## src/sv/cdq_pkg.sv

```systemverilog
`timescale 1ns / 1ps
// cdq_pkg: request and status codes, memory control struct and defaults
// for the circular deque. No dependencies.
package cdq_pkg;

    localparam int DEPTH_DEFAULT = 8;

    localparam logic [1:0] REQ_PUSH_BACK  = 2'd0;
    localparam logic [1:0] REQ_PUSH_FRONT = 2'd1;
    localparam logic [1:0] REQ_POP_FRONT  = 2'd2;
    localparam logic [1:0] REQ_POP_BACK   = 2'd3;

    localparam logic [1:0] ST_DONE      = 2'd0;
    localparam logic [1:0] ST_OVERFLOW  = 2'd1;
    localparam logic [1:0] ST_UNDERFLOW = 2'd2;

    typedef struct packed {
        logic wr_en;
        logic rd_en;
    } cdq_mem_ctl_t;

endpackage

```

## src/sv/cdq_ram.sv

```systemverilog
`timescale 1ns / 1ps
// cdq_ram: single-port ring store with a registered read.
// Depends on cdq_pkg.
module cdq_ram
    import cdq_pkg::*;
#(
    parameter int DEPTH = DEPTH_DEFAULT,
    localparam int IW = (DEPTH > 1) ? $clog2(DEPTH) : 1
)
(
    input  logic               clk,
    input  cdq_mem_ctl_t       mem_ctl,
    input  logic [IW-1:0]      mem_addr,
    input  logic signed [31:0] mem_wdata,
    output logic signed [31:0] mem_rdata
);

    logic signed [31:0] mem [DEPTH];
    logic signed [31:0] rdata_reg;

    always_ff @(posedge clk)
    begin
        if (mem_ctl.wr_en)
        begin
            mem[mem_addr] <= mem_wdata;
        end
        if (mem_ctl.rd_en)
        begin
            rdata_reg <= mem[mem_addr];
        end
    end

    assign mem_rdata = rdata_reg;

endmodule

```

## src/sv/cdq_ctrl.sv

```systemverilog
`timescale 1ns / 1ps
// cdq_ctrl: head/tail/count registers, request decode, memory access
// issue and result register. Depends on cdq_pkg.
module cdq_ctrl
    import cdq_pkg::*;
#(
    parameter int DEPTH = DEPTH_DEFAULT,
    localparam int IW = (DEPTH > 1) ? $clog2(DEPTH) : 1,
    localparam int CW = $clog2(DEPTH + 1)
)
(
    input  logic               clk,
    input  logic               rst_n,
    input  logic               in_valid,
    output logic               in_ready,
    input  logic [1:0]         req_type,
    input  logic signed [31:0] push_value,
    output logic               out_valid,
    input  logic               out_ready,
    output logic [1:0]         status,
    output logic signed [31:0] popped_value,
    output logic [3:0]         occupancy,
    output cdq_mem_ctl_t       mem_ctl,
    output logic [IW-1:0]      mem_addr,
    output logic signed [31:0] mem_wdata,
    input  logic signed [31:0] mem_rdata
);

    localparam logic S_IDLE = 1'b0;
    localparam logic S_RESP = 1'b1;

    logic          state_reg;
    logic [IW-1:0] head_reg, head_next;
    logic [IW-1:0] tail_reg, tail_next;
    logic [CW-1:0] count_reg, count_next;

    logic [1:0]    pend_status_reg;
    logic          pend_pop_reg;
    logic [3:0]    pend_occ_reg;

    logic               out_valid_reg;
    logic [1:0]         out_status_reg;
    logic signed [31:0] out_value_reg;
    logic [3:0]         out_occ_reg;

    logic          out_free;
    logic          in_fire;
    logic          resp_fire;
    logic          full;
    logic          empty;
    logic [IW-1:0] head_inc, head_dec, tail_inc, tail_dec;
    logic          wr_req, rd_req, pop_ok;
    logic [1:0]    req_status;

    assign out_free  = !out_valid_reg || out_ready;
    assign in_ready  = (state_reg == S_IDLE) || out_free;
    assign in_fire   = in_valid && in_ready;
    assign resp_fire = (state_reg == S_RESP) && out_free;

    assign full  = (count_reg == CW'(DEPTH));
    assign empty = (count_reg == '0);

    assign head_inc = (head_reg == IW'(DEPTH - 1)) ? '0 : head_reg + 1'b1;
    assign head_dec = (head_reg == '0) ? IW'(DEPTH - 1) : head_reg - 1'b1;
    assign tail_inc = (tail_reg == IW'(DEPTH - 1)) ? '0 : tail_reg + 1'b1;
    assign tail_dec = (tail_reg == '0) ? IW'(DEPTH - 1) : tail_reg - 1'b1;

    always_comb
    begin
        head_next  = head_reg;
        tail_next  = tail_reg;
        count_next = count_reg;
        mem_addr   = tail_reg;
        wr_req     = 1'b0;
        rd_req     = 1'b0;
        pop_ok     = 1'b0;
        req_status = ST_DONE;
        case (req_type)
            REQ_PUSH_BACK:
            begin
                if (full)
                begin
                    req_status = ST_OVERFLOW;
                end
                else
                begin
                    wr_req     = 1'b1;
                    mem_addr   = tail_reg;
                    tail_next  = tail_inc;
                    count_next = count_reg + 1'b1;
                end
            end
            REQ_PUSH_FRONT:
            begin
                if (full)
                begin
                    req_status = ST_OVERFLOW;
                end
                else
                begin
                    wr_req     = 1'b1;
                    mem_addr   = head_dec;
                    head_next  = head_dec;
                    count_next = count_reg + 1'b1;
                end
            end
            REQ_POP_FRONT:
            begin
                if (empty)
                begin
                    req_status = ST_UNDERFLOW;
                end
                else
                begin
                    rd_req     = 1'b1;
                    pop_ok     = 1'b1;
                    mem_addr   = head_reg;
                    head_next  = head_inc;
                    count_next = count_reg - 1'b1;
                end
            end
            REQ_POP_BACK:
            begin
                if (empty)
                begin
                    req_status = ST_UNDERFLOW;
                end
                else
                begin
                    rd_req     = 1'b1;
                    pop_ok     = 1'b1;
                    mem_addr   = tail_dec;
                    tail_next  = tail_dec;
                    count_next = count_reg - 1'b1;
                end
            end
            default:
            begin
                req_status = ST_DONE;
            end
        endcase
    end

    assign mem_ctl.wr_en = in_fire && wr_req;
    assign mem_ctl.rd_en = in_fire && rd_req;
    assign mem_wdata     = push_value;

    always_ff @(posedge clk or negedge rst_n)
    begin
        if (!rst_n)
        begin
            state_reg     <= S_IDLE;
            head_reg      <= '0;
            tail_reg      <= '0;
            count_reg     <= '0;
            out_valid_reg <= 1'b0;
        end
        else
        begin
            if (in_fire)
            begin
                state_reg <= S_RESP;
                head_reg  <= head_next;
                tail_reg  <= tail_next;
                count_reg <= count_next;
            end
            else if (resp_fire)
            begin
                state_reg <= S_IDLE;
            end

            if (resp_fire)
            begin
                out_valid_reg <= 1'b1;
            end
            else if (out_ready)
            begin
                out_valid_reg <= 1'b0;
            end
        end
    end

    always_ff @(posedge clk)
    begin
        if (in_fire)
        begin
            pend_status_reg <= req_status;
            pend_pop_reg    <= pop_ok;
            pend_occ_reg    <= 4'(count_next);
        end
        if (resp_fire)
        begin
            out_status_reg <= pend_status_reg;
            out_value_reg  <= pend_pop_reg ? mem_rdata : 32'sd0;
            out_occ_reg    <= pend_occ_reg;
        end
    end

    assign out_valid    = out_valid_reg;
    assign status       = out_status_reg;
    assign popped_value = out_value_reg;
    assign occupancy    = out_occ_reg;

endmodule

```

## src/sv/circular_deque_core.sv

```systemverilog
`timescale 1ns / 1ps
// circular_deque_core: double-ended queue in a ring memory of DEPTH words.
// Result path: the memory read register loads at the accepting edge, and the
// result register loads once the result side is free; a stall can come between.
// Throughput: one transaction per cycle while the result side keeps up;
// a stalled result register holds off the next request once one is pending.
// Reset: pointers and count clear at once; the ring store is not cleared.
// Depends on cdq_pkg, cdq_ctrl, cdq_ram.
module circular_deque_core
    import cdq_pkg::*;
#(
    parameter int DEPTH = DEPTH_DEFAULT
)
(
    input  logic               clk,
    input  logic               rst_n,
    input  logic               in_valid,
    output logic               in_ready,
    input  logic [1:0]         req_type,
    input  logic signed [31:0] push_value,
    output logic               out_valid,
    input  logic               out_ready,
    output logic [1:0]         status,
    output logic signed [31:0] popped_value,
    output logic [3:0]         occupancy
);

    localparam int IW = (DEPTH > 1) ? $clog2(DEPTH) : 1;

    cdq_mem_ctl_t       mem_ctl;
    logic [IW-1:0]      mem_addr;
    logic signed [31:0] mem_wdata;
    logic signed [31:0] mem_rdata;

    cdq_ctrl #(
        .DEPTH (DEPTH)
    ) u_ctrl (
        .clk          (clk),
        .rst_n        (rst_n),
        .in_valid     (in_valid),
        .in_ready     (in_ready),
        .req_type     (req_type),
        .push_value   (push_value),
        .out_valid    (out_valid),
        .out_ready    (out_ready),
        .status       (status),
        .popped_value (popped_value),
        .occupancy    (occupancy),
        .mem_ctl      (mem_ctl),
        .mem_addr     (mem_addr),
        .mem_wdata    (mem_wdata),
        .mem_rdata    (mem_rdata)
    );

    cdq_ram #(
        .DEPTH (DEPTH)
    ) u_ram (
        .clk       (clk),
        .mem_ctl   (mem_ctl),
        .mem_addr  (mem_addr),
        .mem_wdata (mem_wdata),
        .mem_rdata (mem_rdata)
    );

`ifndef ASSERT_OFF
    a_underflow_empty: assert property (@(posedge clk) disable iff (!rst_n)
        (out_valid && status == ST_UNDERFLOW) |->
            (occupancy == 4'd0 && popped_value == 32'sd0))
        else $error("underflow result with non-empty occupancy or data");

    a_overflow_full: assert property (@(posedge clk) disable iff (!rst_n)
        (out_valid && status == ST_OVERFLOW) |->
            (occupancy == 4'(DEPTH) && popped_value == 32'sd0))
        else $error("overflow result without full occupancy");

    a_result_hold: assert property (@(posedge clk) disable iff (!rst_n)
        (out_valid && !out_ready) |=>
            (out_valid && $stable(status) && $stable(popped_value) && $stable(occupancy)))
        else $error("result transaction changed while stalled");
`endif

endmodule
```

## config.mk

```make
export PLATFORM = sky130hd
export DESIGN_NAME = circular_deque_core
export DESIGN_NICKNAME = d
export VERILOG_FILES = /design/src/sv/cdq_pkg.sv /design/src/sv/cdq_ram.sv /design/src/sv/cdq_ctrl.sv /design/src/sv/circular_deque_core.sv
export SDC_FILE = /design/constraint.sdc
export NUM_CORES = 1
export LEC_CHECK = 0
export BUFFER_PORTS_ARGS = -buffer_cell sky130_fd_sc_hd__buf_4
export CAP_MARGIN = 40
export CORE_AREA = 5 5 192 194
export CTS_BUF_LIST = sky130_fd_sc_hd__clkbuf_8
export DETAILED_ROUTE_END_ITERATION = 10
export DIE_AREA = 0 0 197 199
export SLEW_MARGIN = 20
export SYNTH_ARGS = -nofsm -noshare
export SYNTH_HDL_FRONTEND = slang
export SYNTH_SLANG_ARGS = --single-unit
```

## constraint.sdc

```tcl
create_clock -name clk -period 4.3 [get_ports clk]
set_input_delay 0.215 -clock clk [delete_from_list [all_inputs] [get_ports clk]]
set_output_delay 0.215 -clock clk [all_outputs]
set_load 0.01 [all_outputs]
```

-- Yosys cells after proc, flatten, opt, wreduce, memory -nomap -nowiden
Memory sizes are Yosys's and may differ from the RTL's. A register that Yosys moved wholly into a read port is not among the register bits.
Cells that the tools add are included.
- bitwise operators: 1
- add/subtract/negate cells: 6
- eq/ne operators: 9
- multiplexer cells: 29
- reduce and logical (&&, ||, !) cells: 19
- operators by type and width (operator ; number):
    $mux 3 ; 10
    $pmux 3 s2 ; 2
    $pmux 3 s4 ; 1
    $mux 1 ; 11
    $mux 4 ; 2
    $pmux 4 s2 ; 1
    $reduce_bool 2->1 ; 4
    $add 3x1->3 const B ; 2
    $eq 3x3->1 const B ; 2
    $logic_not 3->1 ; 2
    $ne 2x2->1 const B ; 3
    $sub 3x1->3 const B ; 2
    $add 4x1->4 const B ; 1
    $eq 2x2->1 const B ; 2
    $eq 4x4->1 const B ; 1
    $logic_and 1x1->1 ; 4
    $logic_not 4->1 ; 1
    $pmux 2 s2 ; 1
    $reduce_and 4->1 ; 1
    $reduce_or 2->1 ; 2
    $sub 4x1->4 const B ; 1
    $reduce_and 3->1 ; 1
    $eq 2x1->1 const B ; 1
    $logic_not 2->1 ; 1
    4 further kinds ; 5
- input bits: 38
- memories: 1
- register bits after elaboration: 57
- output and inout port bits: 40
- logic and storage cells: 76
- RAM bits: 256
- memories (memory ; depth ; width ; read ports ; clocked after memory_dff ; wr ports ; RTL line ; text):
    u_ram.mem ; 8 ; 32 ; 1 ; 1 ; 1 ; cdq_ram.sv:18 ; logic signed [31:0] mem [DEPTH];

-- Depth between registers and ports, before layout
Gate-level depths: netlist of run 1.
- depth after elaboration: 7
- mapped depth: 13
- gate-level depth less buffers: 9

-- Modules after synthesis
Synthesis of run 1 repeated with hierarchy kept, for this count alone.
- cells, all modules: 700
- area, all modules: 13783.2 µm²
- modules (own cells, without submodules) (module ; cells an instance ; instances ; area each (µm²) ; sequential area each (µm²)):
    cdq_ram ; 453 ; 1 ; 10820.4 ; 8648.3
    cdq_ctrl ; 247 ; 1 ; 2962.8 ; 1651.6

-- Worst setup path before layout of run 1
Ideal clock, no wire load.
- kind: register -> register
- start point: register u_ctrl.count_reg[0]
- end point: memory u_ram.mem[1][0], enable pin
- required time: 3.879 ns
- setup time: 0.421 ns
- stages on the path, launching flop included: 13
- slack: 0.102 ns
- period minus slack after synthesis: 4.198 ns
- arrival: 3.777 ns
- path buffers: 4
- cell sequence: dfrtp_1 > inv_1 > ha_1 > or3b_1 > buf_6 > mux2i_1 > o211ai_1 > a22o_1 > buf_2 > buf_2 > buf_2 > o2111ai_1 > nor2_1
- word-level cells in the longest chain between the ends: 6
- elaborated cells on any way between the ends: 11
- classes of those cells: 1 x eq/ne; 8 x mux; 2 x reduce/logical
- RTL lines (what ; RTL line ; text):
    start, declared ; cdq_ctrl.sv:35 ; logic [CW-1:0] count_reg, count_next;
    start signal, assigned ; cdq_ctrl.sv:165 ; count_reg <= count_next;
    $eq 4x4->1 ; cdq_ctrl.sv:60 ; assign full = (count_reg == CW'(DEPTH));
    $mux 1 ; cdq_ctrl.sv:81, cdq_ctrl.sv:95 ;
    $mux 1 ; - ;
    $logic_and 1x1->1 ; cdq_ctrl.sv:144 ; assign mem_ctl.wr_en = in_fire && wr_req;
    $mux 1 ; cdq_ram.sv:23 ; if (mem_ctl.wr_en)
    $mux 1 (not written as such) ; cdq_ram.sv:25 ; mem[mem_addr] <= mem_wdata;
    end, declared ; cdq_ram.sv:18 ;
Parallel ways exist; a longest one is shown, timed or not.

-- Worst setup path after layout of run 1
- start point: register u_ctrl.count_reg[0]
- end point: memory u_ram.mem[7][31], enable pin
Same word-level chain as after synthesis.

==> flow_results.org, run 1 <==
** Power
- IR analysis of the VDD net gives a maximum drop of 568 uV.
- Of the total power, the share spent switching nets is 0.332.
- In this run the static leakage power is 5.75 nW.
- In this run the power density over the cells is 599 nW/um2.
- Of the total power, the clock network draws 0.255.
- Internal power summed over all cells :: 6.56 mW
- Summed over all nets, the switching power comes to 3.26 mW.
- The share of total power dissipated in combinational logic is 0.307.
- Sequential fraction of design power :: 0.438

** Placement
- Summing all placed instances gives a cell area of 15,100 um2.
- Routability-driven placement finished with a final weighted congestion of 0.826.
- Summed over all nets, the half-perimeter wirelength after detailed placement is 17.4 mm.
- Placed cell count :: 1,379
- Number of buffers added on ports :: 77

** STA
- The total count of max-transition violations in the final report was 0.
- Measured against its own limit, the worst slew margin works out to 0.445.
- Post-route minimum period :: 3.46 ns
- For the pin with the worst max-slew slack, the measured transition is 0.828 ns.
- In the final timing run, aggregate negative setup slack is 0 ns.
- Period utilization :: 0.805
- The final-report hold violation count is 0.
- Clock tree skew after final layout :: 0.0206 ns
- Setup repair after global routing left no endpoint under its margin.
- Fmax :: 0.289 GHz
- Total of endpoints with negative setup slack in the final report :: 0

** Routing
- The first routing iteration left 632 violations.
- Number of remaining DRC errors :: 0
- Using the TritonRoute via totals, the vias-per-cell ratio works out to 5.16.
- Routed WL per cell :: 19.7 um
- Via count :: 7,837
- Post-DRT Antenna Nets :: 0
- Summed over all layers, the routed wires come to 29.9 mm.
- The first detailed-routing pass took 5 iterations.

** Cells and area
- The repair_antennas step left the layout with diodes totalling 0.
- Summing all multi-input logic gate instances after layout gives 3230 um2.
- Final cell area excluding filler cells :: 16,400 um2
- Net count of the finished layout :: 1,064
- Post-Layout Cell Count :: 1,519
- Most flop-heavy register :: u_ram.mem
- Across the whole layout, storage elements account for 10,300 um2.
- Max FFs per register :: 256
- The area growth from synthesis to layout is 18.5%.
- Share of post-route cells with drive strength above 1 :: 0.217
- The filler cells instantiated in the layout total 3,137.
- At the end of the flow the core is filled with cells to 0.468.

** Clock tree
- Total CTS buffers :: 55
- Number of setup buffers added after CTS :: 0
- Clock slew at the register clock pins of the worst setup and hold paths :: 0.06 ns
- The clock reaches the later pin of the worst-skew pair after 0.59 ns.
- CTS max path bufs :: 3
- TritonCTS built the clock tree.
- Number of sinks on the clock net :: 345
- CTS HTree Levels :: 2
- The tree is rooted in a sky130_fd_sc_hd__clkbuf_8.

** Floorplan
- The initial utilization of the core area, before any placement, comes to 0.395.
- # rows :: 69
- The core region is 35,100 um2.
- Die span in y :: 199 um
- Top-Level Pins :: 78
- Area of the die :: 39,200 um2
- X dimension of the die :: 197 um

** Global routing
- The first global-routing pass estimated 46.2 mm of wire.
- After global routing the overflow that remains totals 0.
- The number of global-route vias before repair came to 7,922.
- Largest net degree at the start of global routing :: 129
- The initial antenna violation count came to 0.
- For this run, the total global-route usage over all layers was measured as 0.151.

** Synthesis
- Among all flip-flop cells after synthesis, the most frequent one is sky130_fd_sc_hd__edfxtp_1.
- Number of synthesized flops with an enable pin :: 333
- Ys async rst share :: 0.0348
- Average size of a mapped cell :: 16.0 um2
- The synthesized design contains 345 register bits.
- For this run, the number of Yosys warnings is 0.
- Counting every net in the synthesized netlist gives 917.
- Synthesized instance count :: 865
- Sequential share of the synthesized area :: 0.744
- In this run the cell area of the synthesized design comes to 13,800 um2.
- Count of cell types in the netlist :: 48

** Flow run
- The tool flagged a number of max-cap violations equal to 0.

** Critical path
- Critical path's most frequent cell :: sky130_fd_sc_hd__buf_4
- In this run the worst path has a maximum fanout of 20.
- The number of cells on the worst reg-to-reg path is 10.
- Required arrival time at the worst endpoint :: 4.55 ns
- For this run, the slowest stage of the critical path takes 0.48 ns.
- Data on the critical path arrives at its endpoint at 3.71 ns.
- The setup path with the least slack is of type flip-flop to flip-flop.
- Endpoint of the most critical register-to-register path :: u_ram.mem[7][31]
- On the critical path, the stage with the largest delay is an instance of sky130_fd_sc_hd__nor3b_4.
- Source of the worst register-to-register timing path :: u_ctrl.count_reg[0]
- Reg2Reg Setup Slack :: 0.84 ns
- STA classifies the critical path endpoint as a flip-flop.
- Critical Path Source Type :: flip-flop
- Traced cell by cell, the critical path runs through inv_1, ha_1, nor3b_4, mux2i_1, a32oi_1, o221a_2, buf_4, or2_2, nor2_4, buf_4.

** Run status
- Run status :: finished, final reports clean

** Hold path
- Min-delay worst type :: input port to flip-flop
- Hold path startpoint :: req_type[1]
- The worst hold path was traced through 3 stages.
- Worst-case hold path end point :: u_ctrl.head_reg[0]
power by group through the flow:
stage	clock (mW)	combinational, mW	sequential [mW]
6_report	2.50	3.01	4.30
3_3_place_gp	0	2.97	4.37
2_1_floorplan	0	2.26	4.33
3_5_place_dp	0	3.01	4.37
4_1_cts	2.58	3.06	4.31
5_1_grt	2.75	3.29	4.34
placed cells by master (no fill, tap or decap), drive strengths merged, types with 33 or more instances in the layout:
cell type    count
mux2i           35
edfxtp         333
a211o           33
and2            35
buf            107
inv             40
dlygate4sd3     37
nand2          140
clkbuf          57
a21oi           39
critical path, delay by kind of cell, from the launching register on:
kind,cells,cell delay [ns]
and+or+nand+nor,3,0.97
adders and majority gates,1,0.24
muxes,1,0.24
DFF,1,0.42
AOI/OAI and AO/OA,2,0.52
buffers and inverters,3,0.69
layer usage:
layer	track usage	vias to the layer above	part of all wire
met5	0	-	0
met4	0.0426	0	0.023
met3	0.0273	57	0.047
met2	0.242	199	0.47
met1	0.215	3930	0.46
li1	-	3651	-
cells in the mapped netlist, types with 4 or more instances:
master,n,area share
sky130_fd_sc_hd__edfxtp_1,333,0.72
sky130_fd_sc_hd__nand2_1,140,0.038
sky130_fd_sc_hd__a21oi_1,39,0.014
sky130_fd_sc_hd__and2_1,35,0.016
sky130_fd_sc_hd__mux2i_1,35,0.025
sky130_fd_sc_hd__a211o_1,33,0.021
sky130_fd_sc_hd__a311oi_2,32,0.035
sky130_fd_sc_hd__a32o_1,32,0.023
sky130_fd_sc_hd__nor2_1,23,0.0062
sky130_fd_sc_hd__buf_2,19,0.0069
sky130_fd_sc_hd__clkbuf_1,18,0.0049
sky130_fd_sc_hd__ha_1,14,0.013
sky130_fd_sc_hd__dfrtp_1,12,0.022
sky130_fd_sc_hd__inv_1,12,0.0033
sky130_fd_sc_hd__buf_4,7,0.0038
sky130_fd_sc_hd__buf_6,7,0.0057
sky130_fd_sc_hd__o21ai_0,7,0.0025
sky130_fd_sc_hd__nand2b_1,5,0.0023
sky130_fd_sc_hd__nor2b_1,5,0.0023
sky130_fd_sc_hd__nor3_1,5,0.0018
sky130_fd_sc_hd__nand3_1,4,0.0014
worst max-delay path by stage:
stage / start / to / slack [ns] / cells past startpoint
after detailed placement: u_ctrl.count_reg[0] / u_ram.mem_rdata[4] / 0.87 / 10
final: u_ctrl.count_reg[0] / u_ram.mem[7][31] / 0.84 / 10
after floorplan: u_ctrl.count_reg[0] / u_ram.mem[1][0] / 0.10 / 12
after global placement: u_ctrl.count_reg[0] / u_ram.mem[2][23] / 0.80 / 9
after global routing: u_ctrl.count_reg[0] / u_ram.mem_rdata[4] / 0.58 / 10
after CTS: u_ctrl.count_reg[0] / u_ram.mem[7][15] / 0.84 / 10
final cells by class:
type / count / area share
Sequential cell: 345 / 0.628
Multi-Input combinational cell: 451 / 0.197
Timing Repair Buffer: 144 / 0.0766
Clock buffer: 57 / 0.0478
Tap cell: 461 / 0.0352
Clock inverter: 46 / 0.0120
Inverter: 15 / 0.00343
logic make-up (layout without fill, tap and decap cells):
kind of cell / count (synthesis) / count (layout) / share of synthesized area
mux: 38 / 38 / 0.0280
compound gates: 166 / 166 / 0.109
buf+inv: 69 / 262 / 0.0286
simple gates: 231 / 231 / 0.0760
flops: 345 / 345 / 0.744
fa+ha+maj: 14 / 14 / 0.0127
xor+xnor: 2 / 2 / 0.00127
what timing repair did:
item | CTS | global route
hold buffers | 37 | 0
resized for setup | 0 | 0
hold endpoints to repair | 270 | 0
through the flow:
stage / setup slack (ns) / total power [mW] / hold WS [ns]
2_1_floorplan: 0.102 / 6.59 / -0.0806
3_3_place_gp: 0.795 / 7.34 / 0.0872
3_5_place_dp: 0.873 / 7.38 / 0.0886
4_1_cts: 0.842 / 9.95 / 0.206
5_1_grt: 0.585 / 10.4 / 0.239
6_report: 0.840 / 9.82 / 0.237
(Power assumes the default switching activity.)
==> run 2: changes to the inputs <==
==> constraint.sdc (replaced) <==
create_clock -name clk -period 2.8 [get_ports clk]
set_input_delay 0.14 -clock clk [delete_from_list [all_inputs] [get_ports clk]]
set_output_delay 0.14 -clock clk [all_outputs]
set_load 0.01 [all_outputs]
==> run 2 against run 1 <==
Compared with the run above: critical path type unchanged; fmax grew 16%; critical endpoint is now u_ram.mem_rdata[17]; largest cell class unchanged; worst setup slack got worse by 1.0 ns; die area stayed put; the flow now finishes with violations (setup timing).
==> flow_results.org, run 2 (synthesis results as in run 1) <==
** Routing
- Post-DRT Antenna Nets :: 0 (unchanged)
- Via count :: 8,733 (+11%)
- Routed WL per cell :: 22.2 um (+12%)
- The final wirelength was 36.8 mm (+23%).
- Number of DRC markers in iteration 0 :: 593 (-6.2%)
- The vias per cell was 5.26 (+2.0%).
- The first-pass iteration count of the detailed router is 5 (unchanged).
- Number of remaining DRC errors :: 0 (unchanged)

** Placement
- The post-place instance area is 15,900 um2 (+5.3%).
- Half-perimeter wire length after placement :: 19.3 mm (+10%)
- RD Place Congestion :: 0.874 (+5.9%)
- Number of buffers added on ports :: 77 (unchanged)
- The total instance count after detailed placement came to 1,449 (+5.1%).

** Run status
- The final reports fail on setup timing.
- The run finished, with violations left.

** Floorplan
- Die span in y :: 199 um (unchanged)
- The count of standard-cell rows came to 69 (unchanged).
- X dimension of the die :: 197 um (unchanged)
- The standard cell core area was 35,100 um2 (unchanged).
- Top-Level Pins :: 78 (unchanged)
- The initial cell density of the core came to 0.395 (unchanged).
- Area of the die :: 39,200 um2 (unchanged)

** Cells and area
- The final-stage net count came to 1,205 (+13%).
- Ranked by flip-flop count, first place goes to u_ram.mem.
- Area occupied by multi-input gates :: 3460 um2 (+7.0%)
- The non-filler instance count after layout is 1,660 (+9.3%).
- Diode insertion count for antenna repair :: 0 (unchanged)
- The top cell types in the final layout, fill and taps aside, are sky130_fd_sc_hd__edfxtp_1 (333), sky130_fd_sc_hd__buf_4 (151), sky130_fd_sc_hd__nand2_1 (137).
- Most frequent standard cell in the layout excluding fill and tap cells :: sky130_fd_sc_hd__edfxtp_1
- Register area :: 10,300 um2 (unchanged)
- The area growth from synthesis to layout is 37.0%.
- The number of flip-flops in the largest register was 256 (unchanged).
- Share of post-route cells with drive strength above 1 :: 0.354 (+0.136)
- Final cell area excluding filler cells :: 19,000 um2 (+16%)
- The count of filler cells inserted in the layout is 2,827 (-9.9%).

** Hold path
- The worst hold path begins at req_type[1].
- The worst hold path belongs to the class input port to flip-flop.
- The path with the worst hold slack has its endpoint at u_ctrl.head_reg[0].
- Cell count of the worst hold path :: 4 (+1)

** Clock tree
- Insertion delay to the later sink of the worst-skew pair :: 0.62 ns (+0.03 ns)
- The clock sink count came to 345 (unchanged).
- The number of clock buffers inserted by TritonCTS is 56 (+1.8%).
- Clock tree from TritonCTS :: yes
- CTS max path bufs :: 3 (unchanged)
- Root cell of the clock tree :: sky130_fd_sc_hd__clkbuf_8
- The clock transition time at the flip-flop clock pins of the worst setup and hold paths is 0.06 ns (about the same).
- CTS HTree Levels :: 2 (unchanged)

** Flow run
- The number of violations of the max-capacitance limit is 0 (unchanged).

** Power
- The switching share of power was 0.327 (-0.00464).
- The internal power contribution was 12.5 mW (+90%).
- Relative contribution of the clock network to total power :: 0.230 (-0.025)
- Worst IR Drop VDD :: 468 uV (-18%)
- The areal power density over the cells came to 978 nW/um2 (+63%).
- The share of power burned in combinational logic came to 0.418 (+0.111).
- The leakage power figure was 6.93 nW (+20%).
- The switching power of the nets was 6.07 mW (+86%).
- Sequential fraction of design power :: 0.352 (-0.086)

** STA
- Post-route minimum period :: 3.00 ns (-0.464 ns)
- The number of failing setup endpoints in the final timing report came to 248 (+248).
- The accumulated negative setup slack is -22.31 ns (-22.31 ns).
- The final-report hold violation count was 0 (unchanged).
- Actual slew at the worst max-slew pin :: 0.618 ns (-0.210 ns)
- Slew Viols, Final :: 0 (unchanged)
- The final setup skew was 0.0366 ns (+0.0160 ns).
- Smallest setup slack after layout :: -0.195 ns (-1.04 ns)
- Period utilization :: 1.07 (+0.265)
- Setup repair after global routing missed its margin :: yes
- Relative slew slack :: 0.587 (+0.142)
- Final hold slack :: 0.210 ns (-0.0262 ns)
- Fmax :: 0.334 GHz (+16%)

** Critical path
- The path depth of the worst reg2reg path was 13 (+3).
- Worst path max stage delay :: 0.40 ns (-0.08 ns)
- In this run the critical register-to-register path is launched from u_ctrl.count_reg[1].
- Sum of buffers and inverters on the critical path :: 5 (+2)
- Endpoint of the most critical register-to-register path :: u_ram.mem_rdata[17]
- STA classifies the critical path startpoint as a flip-flop.
- CP Data Arrival Time :: 3.34 ns (-0.37 ns)
- CP Capture Type :: flip-flop
- In this design, the largest share of critical-path delay is due to buffers and inverters.
- The required time of the critical path was 3.15 ns (-1.40 ns).
- Critical path's most frequent cell :: sky130_fd_sc_hd__buf_6
- The worst setup path is of the flip-flop to flip-flop kind.
- Cell with the largest stage delay on the worst path :: sky130_fd_sc_hd__or3b_4
- The slack of the worst reg-to-reg path came to -0.20 ns (-1.04 ns).
- Traced cell by cell, the critical path runs through inv_2, ha_4, or3b_4, buf_6, mux2_4, a32oi_2, o22a_1, buf_6, nor2b_4, buf_4, clkbuf_16, a32o_1, a311oi_2.
- The maximum fanout encountered on the critical timing path is 12 (-40%).
- Start point of the critical path :: u_ctrl.count_reg[1]

** Global routing
- The largest net degree at the start of global routing came to 33 (-74%).
- The combined global-route utilization of all metal layers was 0.175 (+0.0240).
- Overflow left after global routing :: 0 (unchanged)
- The number of global-route vias before repair was 8,735 (+10%).
- First-pass GRT wire length :: 52.6 mm (+14%)
- Antenna violations before repair :: 0 (unchanged)
run 2: how the worst max path moves through the flow:
stage	endpoint	slack (ns)	depth (start not counted)
2_1_floorplan	u_ram.mem[2][0]	-0.41	12
4_1_cts	u_ram.mem_rdata[27]	-0.11	14
3_5_place_dp	u_ram.mem[0][2]	-0.32	12
5_1_grt	u_ram.mem[3][2]	-0.28	13
6_report	u_ram.mem_rdata[17]	-0.20	13
3_3_place_gp	u_ram.mem[6][10]	-0.40	10
run 2: power groups by stage:
stage / logic (mW) / clock network, mW / registers, mW
floorplan: 3.63 / 0 / 6.65
global placement: 5.48 / 0 / 6.62
detailed placement: 5.55 / 0 / 6.62
CTS: 6.95 / 4.34 / 6.52
global route: 8.19 / 4.60 / 6.56
finish: 7.75 / 4.27 / 6.52
run 2: layer usage:
layer,global-route usage,wire length (um),vias to the layer above
met3,0.0308,2220,66
met2,0.292,17800,274
met5,0,0,-
met1,0.237,16000,4445
li1,-,-,3948
met4,0.0552,840,0
run 2: final cells by class:
type	instances	share of cell area
Sequential cell	345	0.543
Clock inverter	45	0.0151
Tap cell	461	0.0304
Timing Repair Buffer	284	0.183
Multi-Input combinational cell	451	0.183
Clock buffer	59	0.0428
Inverter	15	0.00310
run 2: repair_timing:
item,4_1_cts,5_1_grt
hold buffers,37,0
hold endpoints to repair,271,0
gates resized for setup,84,44
pin swaps,14,15
setup buffers,26,22
cloned,14,17
endpoints found under the setup margin,238,257
run 2: worst register-to-register path, cell delays in order, from the launching register on:
cell and delay, ns:
sky130_fd_sc_hd__dfrtp_1 0.39, sky130_fd_sc_hd__inv_2 0.08, sky130_fd_sc_hd__ha_4 0.13, sky130_fd_sc_hd__or3b_4 0.40, sky130_fd_sc_hd__buf_6 0.13, sky130_fd_sc_hd__mux2_4 0.29
sky130_fd_sc_hd__a32oi_2 0.14, sky130_fd_sc_hd__o22a_1 0.21, sky130_fd_sc_hd__buf_6 0.15, sky130_fd_sc_hd__nor2b_4 0.18, sky130_fd_sc_hd__buf_4 0.20, sky130_fd_sc_hd__clkbuf_16 0.21
sky130_fd_sc_hd__a32o_1 0.18, sky130_fd_sc_hd__a311oi_2 0.05
run 2: per-stage QoR:
stage	total power, mW	utilization	setup WS, ns
final	18.5	0.541	-0.195
after floorplan	10.3	-	-0.411
after global placement	12.1	0.452	-0.401
after detailed placement	12.2	0.452	-0.324
after CTS	17.8	0.521	-0.108
after global routing	19.4	0.541	-0.276
==> run 3: changes to the inputs <==
--- a/config.mk
+++ b/config.mk
@@ -7,10 +7,10 @@
 export LEC_CHECK = 0
 export BUFFER_PORTS_ARGS = -buffer_cell sky130_fd_sc_hd__buf_4
 export CAP_MARGIN = 40
-export CORE_AREA = 5 5 192 194
+export CORE_AREA = 2 2 189 191
 export CTS_BUF_LIST = sky130_fd_sc_hd__clkbuf_8
 export DETAILED_ROUTE_END_ITERATION = 10
-export DIE_AREA = 0 0 197 199
+export DIE_AREA = 0 0 191 193
 export SLEW_MARGIN = 20
 export SYNTH_ARGS = -nofsm -noshare
 export SYNTH_HDL_FRONTEND = slang
==> constraint.sdc (replaced) <==
create_clock -name clk -period 3.3 [get_ports clk]
set_input_delay 0.165 -clock clk [delete_from_list [all_inputs] [get_ports clk]]
set_output_delay 0.165 -clock clk [all_outputs]
set_load 0.01 [all_outputs]
==> run 3 against run 2 <==
Compared with the run above: die area decreased by 6.0%; sequential share of layout area increased by 7.0 points; power decreased by 29%; sequential power decreased by 14%; worst hold slack got worse by 0.0092 ns; clock power decreased by 23%; non-clock buffer count decreased by 118; the flow now finishes without violations; cell area decreased by 11%.
==> flow_results.org, run 3 (synthesis results as in run 1) <==
** Cells and area
- The final design instance area without fill is 16,800 um2 (-11%).
- The antenna diode instance count came to 0 (unchanged).
- Post-Layout Cell Count :: 1,539 (-7.3%)
- The fraction of final layout cells with drive strength greater than 1 is 0.237 (-0.117).
- The count of filler cells inserted in the layout is 2,991 (+5.8%).
- The multi-input combinational cell area is 3280 um2 (-5.2%).
- The fraction of the core area covered by cells at the end of the flow was 0.480 (-0.0607).
- In the layout the commonest cells are sky130_fd_sc_hd__edfxtp_1 (333), sky130_fd_sc_hd__nand2_1 (140), sky130_fd_sc_hd__buf_4 (110).
- The number of flip-flops in the largest register is 256 (unchanged).
- Compared with the post-synthesis result, the final layout area differs by 21.3%.
- Leaving out fill and tap cells, the most frequent cell in the layout is sky130_fd_sc_hd__edfxtp_1.
- The register area was 10,300 um2 (unchanged).
- Most flop-heavy register :: u_ram.mem
- Net count of the finished layout :: 1,087 (-9.8%)

** Critical path
- CP Capture Type :: flip-flop
- The slack of the worst reg-to-reg path came to 0.16 ns (+0.35 ns).
- Required arrival time at the worst endpoint :: 3.64 ns (+0.49 ns)
- The critical path in this run is classified as flip-flop to flip-flop.
- CP Max Fanout :: 36 (+24)
- CP Data Arrival Time :: 3.48 ns (+0.14 ns)
- The worst setup path is launched from a flip-flop.

** Routing
- The number of design-rule violations left by the first detailed-router iteration came to 652 (+9.9%).
- Post-Route WL :: 29.5 mm (-20%)
- Number of remaining DRC errors :: 0 (unchanged)
- The detail-routed net length per standard cell is 19.1 um (-14%).
- The vias per cell came to 5.09 (-3.3%).
- The first-pass iteration count of the detailed router came to 5 (unchanged).
- The remaining antenna violation count after routing came to 0 (unchanged).
- Via count :: 7,833 (-10%)

** Global routing
- Via count of the first global-routing pass :: 7,911 (-9.4%)
- The global-route wire length before repair came to 45.4 mm (-14%).
- Antenna violations before repair :: 1 (+1)
- GRT Overall Usage :: 0.162 (-0.0135)
- The total congestion overflow after global routing was 0 (unchanged).
- Largest net degree at the start of global routing :: 39 (+18%)

** STA
- Setup repair after global routing left no endpoint under its margin.
- The shortest period the worst path allows came to 3.14 ns (+0.145 ns).
- The number of failing setup endpoints in the final timing report was 0 (-100%).
- Period utilization :: 0.952 (-0.118)
- Clock tree skew after final layout :: 0.0383 ns (+0.00175 ns)
- The remaining max-slew budget at the tightest pin was 0.421 (-0.166).
- The total count of max-transition violations in the final report came to 0 (unchanged).
- Actual slew at the worst max-slew pin :: 0.864 ns (+0.246 ns)
- The accumulated negative setup slack came to 0 ns (+22.31 ns).
- Final hold vios :: 0 (unchanged)
- Fmax :: 0.318 GHz (-4.6%)

** Power
- Sequential fraction of design power :: 0.426 (+0.074)
- The sum of internal, switching and leakage power is 13.1 mW (-29%).
- Comb pwr share :: 0.323 (-0.095)
- Net Sw Power :: 4.27 mW (-30%)
- LEAKAGE :: 5.90 nW (-15%)
- The part of the total power dissipated in the clock network came to 0.252 (+0.022).
- The switching share of power was 0.325 (-0.00265).
- P per Cell Area :: 782 nW/um2 (-20%)
- The internal power contribution was 8.87 mW (-29%).
- The highest ir drop seen on vdd was 371 uV (-21%).

** Floorplan
- Initial core utilization :: 0.396 (+0.000975)
- Area of the die :: 36,900 um2 (-6.0%)
- Top-Level Pins :: 78 (unchanged)
- # rows :: 69 (unchanged)
- The standard cell core area is 35,000 um2 (-0.25%).
- The height of the die came to 193 um (-3.0%).
- The width of the chip is 191 um (-3.0%).

** Clock tree
- Clock slew at the register clock pins of the worst setup and hold paths :: 0.06 ns (about the same)
- The root buffer cell chosen for the clock tree is sky130_fd_sc_hd__clkbuf_8.
- The maximum clock insertion buffer count was 3 (unchanged).
- Number of sinks on the clock net :: 345 (unchanged)
- Insertion delay to the later sink of the worst-skew pair :: 0.62 ns (about the same)
- Clock tree from TritonCTS :: yes
- CTS HTree Levels :: 2 (unchanged)
- Total CTS buffers :: 56 (unchanged)

** Hold path
- The worst hold path belongs to the class input port to flip-flop.

** Placement
- RD Place Congestion :: 0.769 (-12%)
- The total instance count after detailed placement is 1,400 (-3.4%).
- Half-perimeter wire length after placement :: 18.0 mm (-6.5%)
- The count of buffers inserted at the top-level ports is 77 (unchanged).
- The post-place instance area came to 15,400 um2 (-2.9%).

** Run status
- The run finished with clean final reports.

** Flow run
- The number of violations of the max-capacitance limit came to 0 (unchanged).
==> run 3: final timing paths <==
check / from / endpoint / cells after the start
setup reg to reg: u_ctrl.count_reg[0] / u_ram.mem_rdata[11] / 12
hold reg to reg: u_ctrl.pend_status_reg[0] / u_ctrl.status[0] / 0
max in group asynchronous: rst_n / u_ctrl.head_reg[0] / 3
min in group asynchronous: rst_n / u_ctrl.count_reg[2] / 3
setup / recovery: u_ctrl.count_reg[0] / u_ram.mem_rdata[11] / 12
hold / removal: req_type[1] / u_ctrl.head_reg[0] / 3
==> run 3: power groups by stage <==
stage / sequential [mW] / clock (mW) / combinational [mW]
floorplan: 5.64 / 0 / 3.03
global placement: 5.68 / 0 / 4.13
detailed placement: 5.68 / 0 / 4.22
CTS: 5.59 / 3.40 / 4.27
global route: 5.63 / 3.58 / 4.61
finish: 5.59 / 3.30 / 4.24
==> run 3: metal layers <==
| metal | GRT usage | part of all wire |
|---|---|---|
| met4 | 0.0540 | 0.020 |
| met2 | 0.271 | 0.49 |
| met5 | 0 | 0.00044 |
| met1 | 0.213 | 0.44 |
| met3 | 0.0313 | 0.047 |
==> run 3: cell type report <==
type,count,share of cell area
clock inverter,45,0.0136
tap,461,0.0344
timing repair buffer,166,0.0936
clock buffer,56,0.0459
multi-input combinational,451,0.195
inverter,15,0.00335
sequential,345,0.614
==> run 3: through the flow <==
stage | setup slack, ns | hold WS (ns)
final | 0.160 | 0.201
after global routing | 0.0125 | 0.223
after CTS | 0.102 | 0.164
after detailed placement | 0.0706 | 0.0317
after global placement | 0.184 | 0.0268
after floorplan | 0.000508 | -0.131
==> run 3: worst max-delay path, stage by stage (launching register included) <==
cell                       delay, ns
sky130_fd_sc_hd__dfrtp_1        0.42
sky130_fd_sc_hd__inv_1          0.10
sky130_fd_sc_hd__ha_2           0.22
sky130_fd_sc_hd__nor3b_4        0.20
sky130_fd_sc_hd__o31ai_1        0.42
sky130_fd_sc_hd__nand4_1        0.22
sky130_fd_sc_hd__a22oi_2        0.19
sky130_fd_sc_hd__buf_4          0.18
sky130_fd_sc_hd__buf_12         0.24
sky130_fd_sc_hd__buf_4          0.20
sky130_fd_sc_hd__mux2i_1        0.26
sky130_fd_sc_hd__a32o_1         0.19
sky130_fd_sc_hd__a311oi_2       0.04
==> run 3: what timing repair did <==
| action | 4_1_cts | 5_1_grt |
|---|---|---|
| endpoints found under the hold margin | 270 | 0 |
| endpoints found under the setup margin | 0 | 112 |
| hold buffers | 37 | 0 |
| gates resized for setup | 0 | 2 |
| buffers inserted | 0 | 1 |
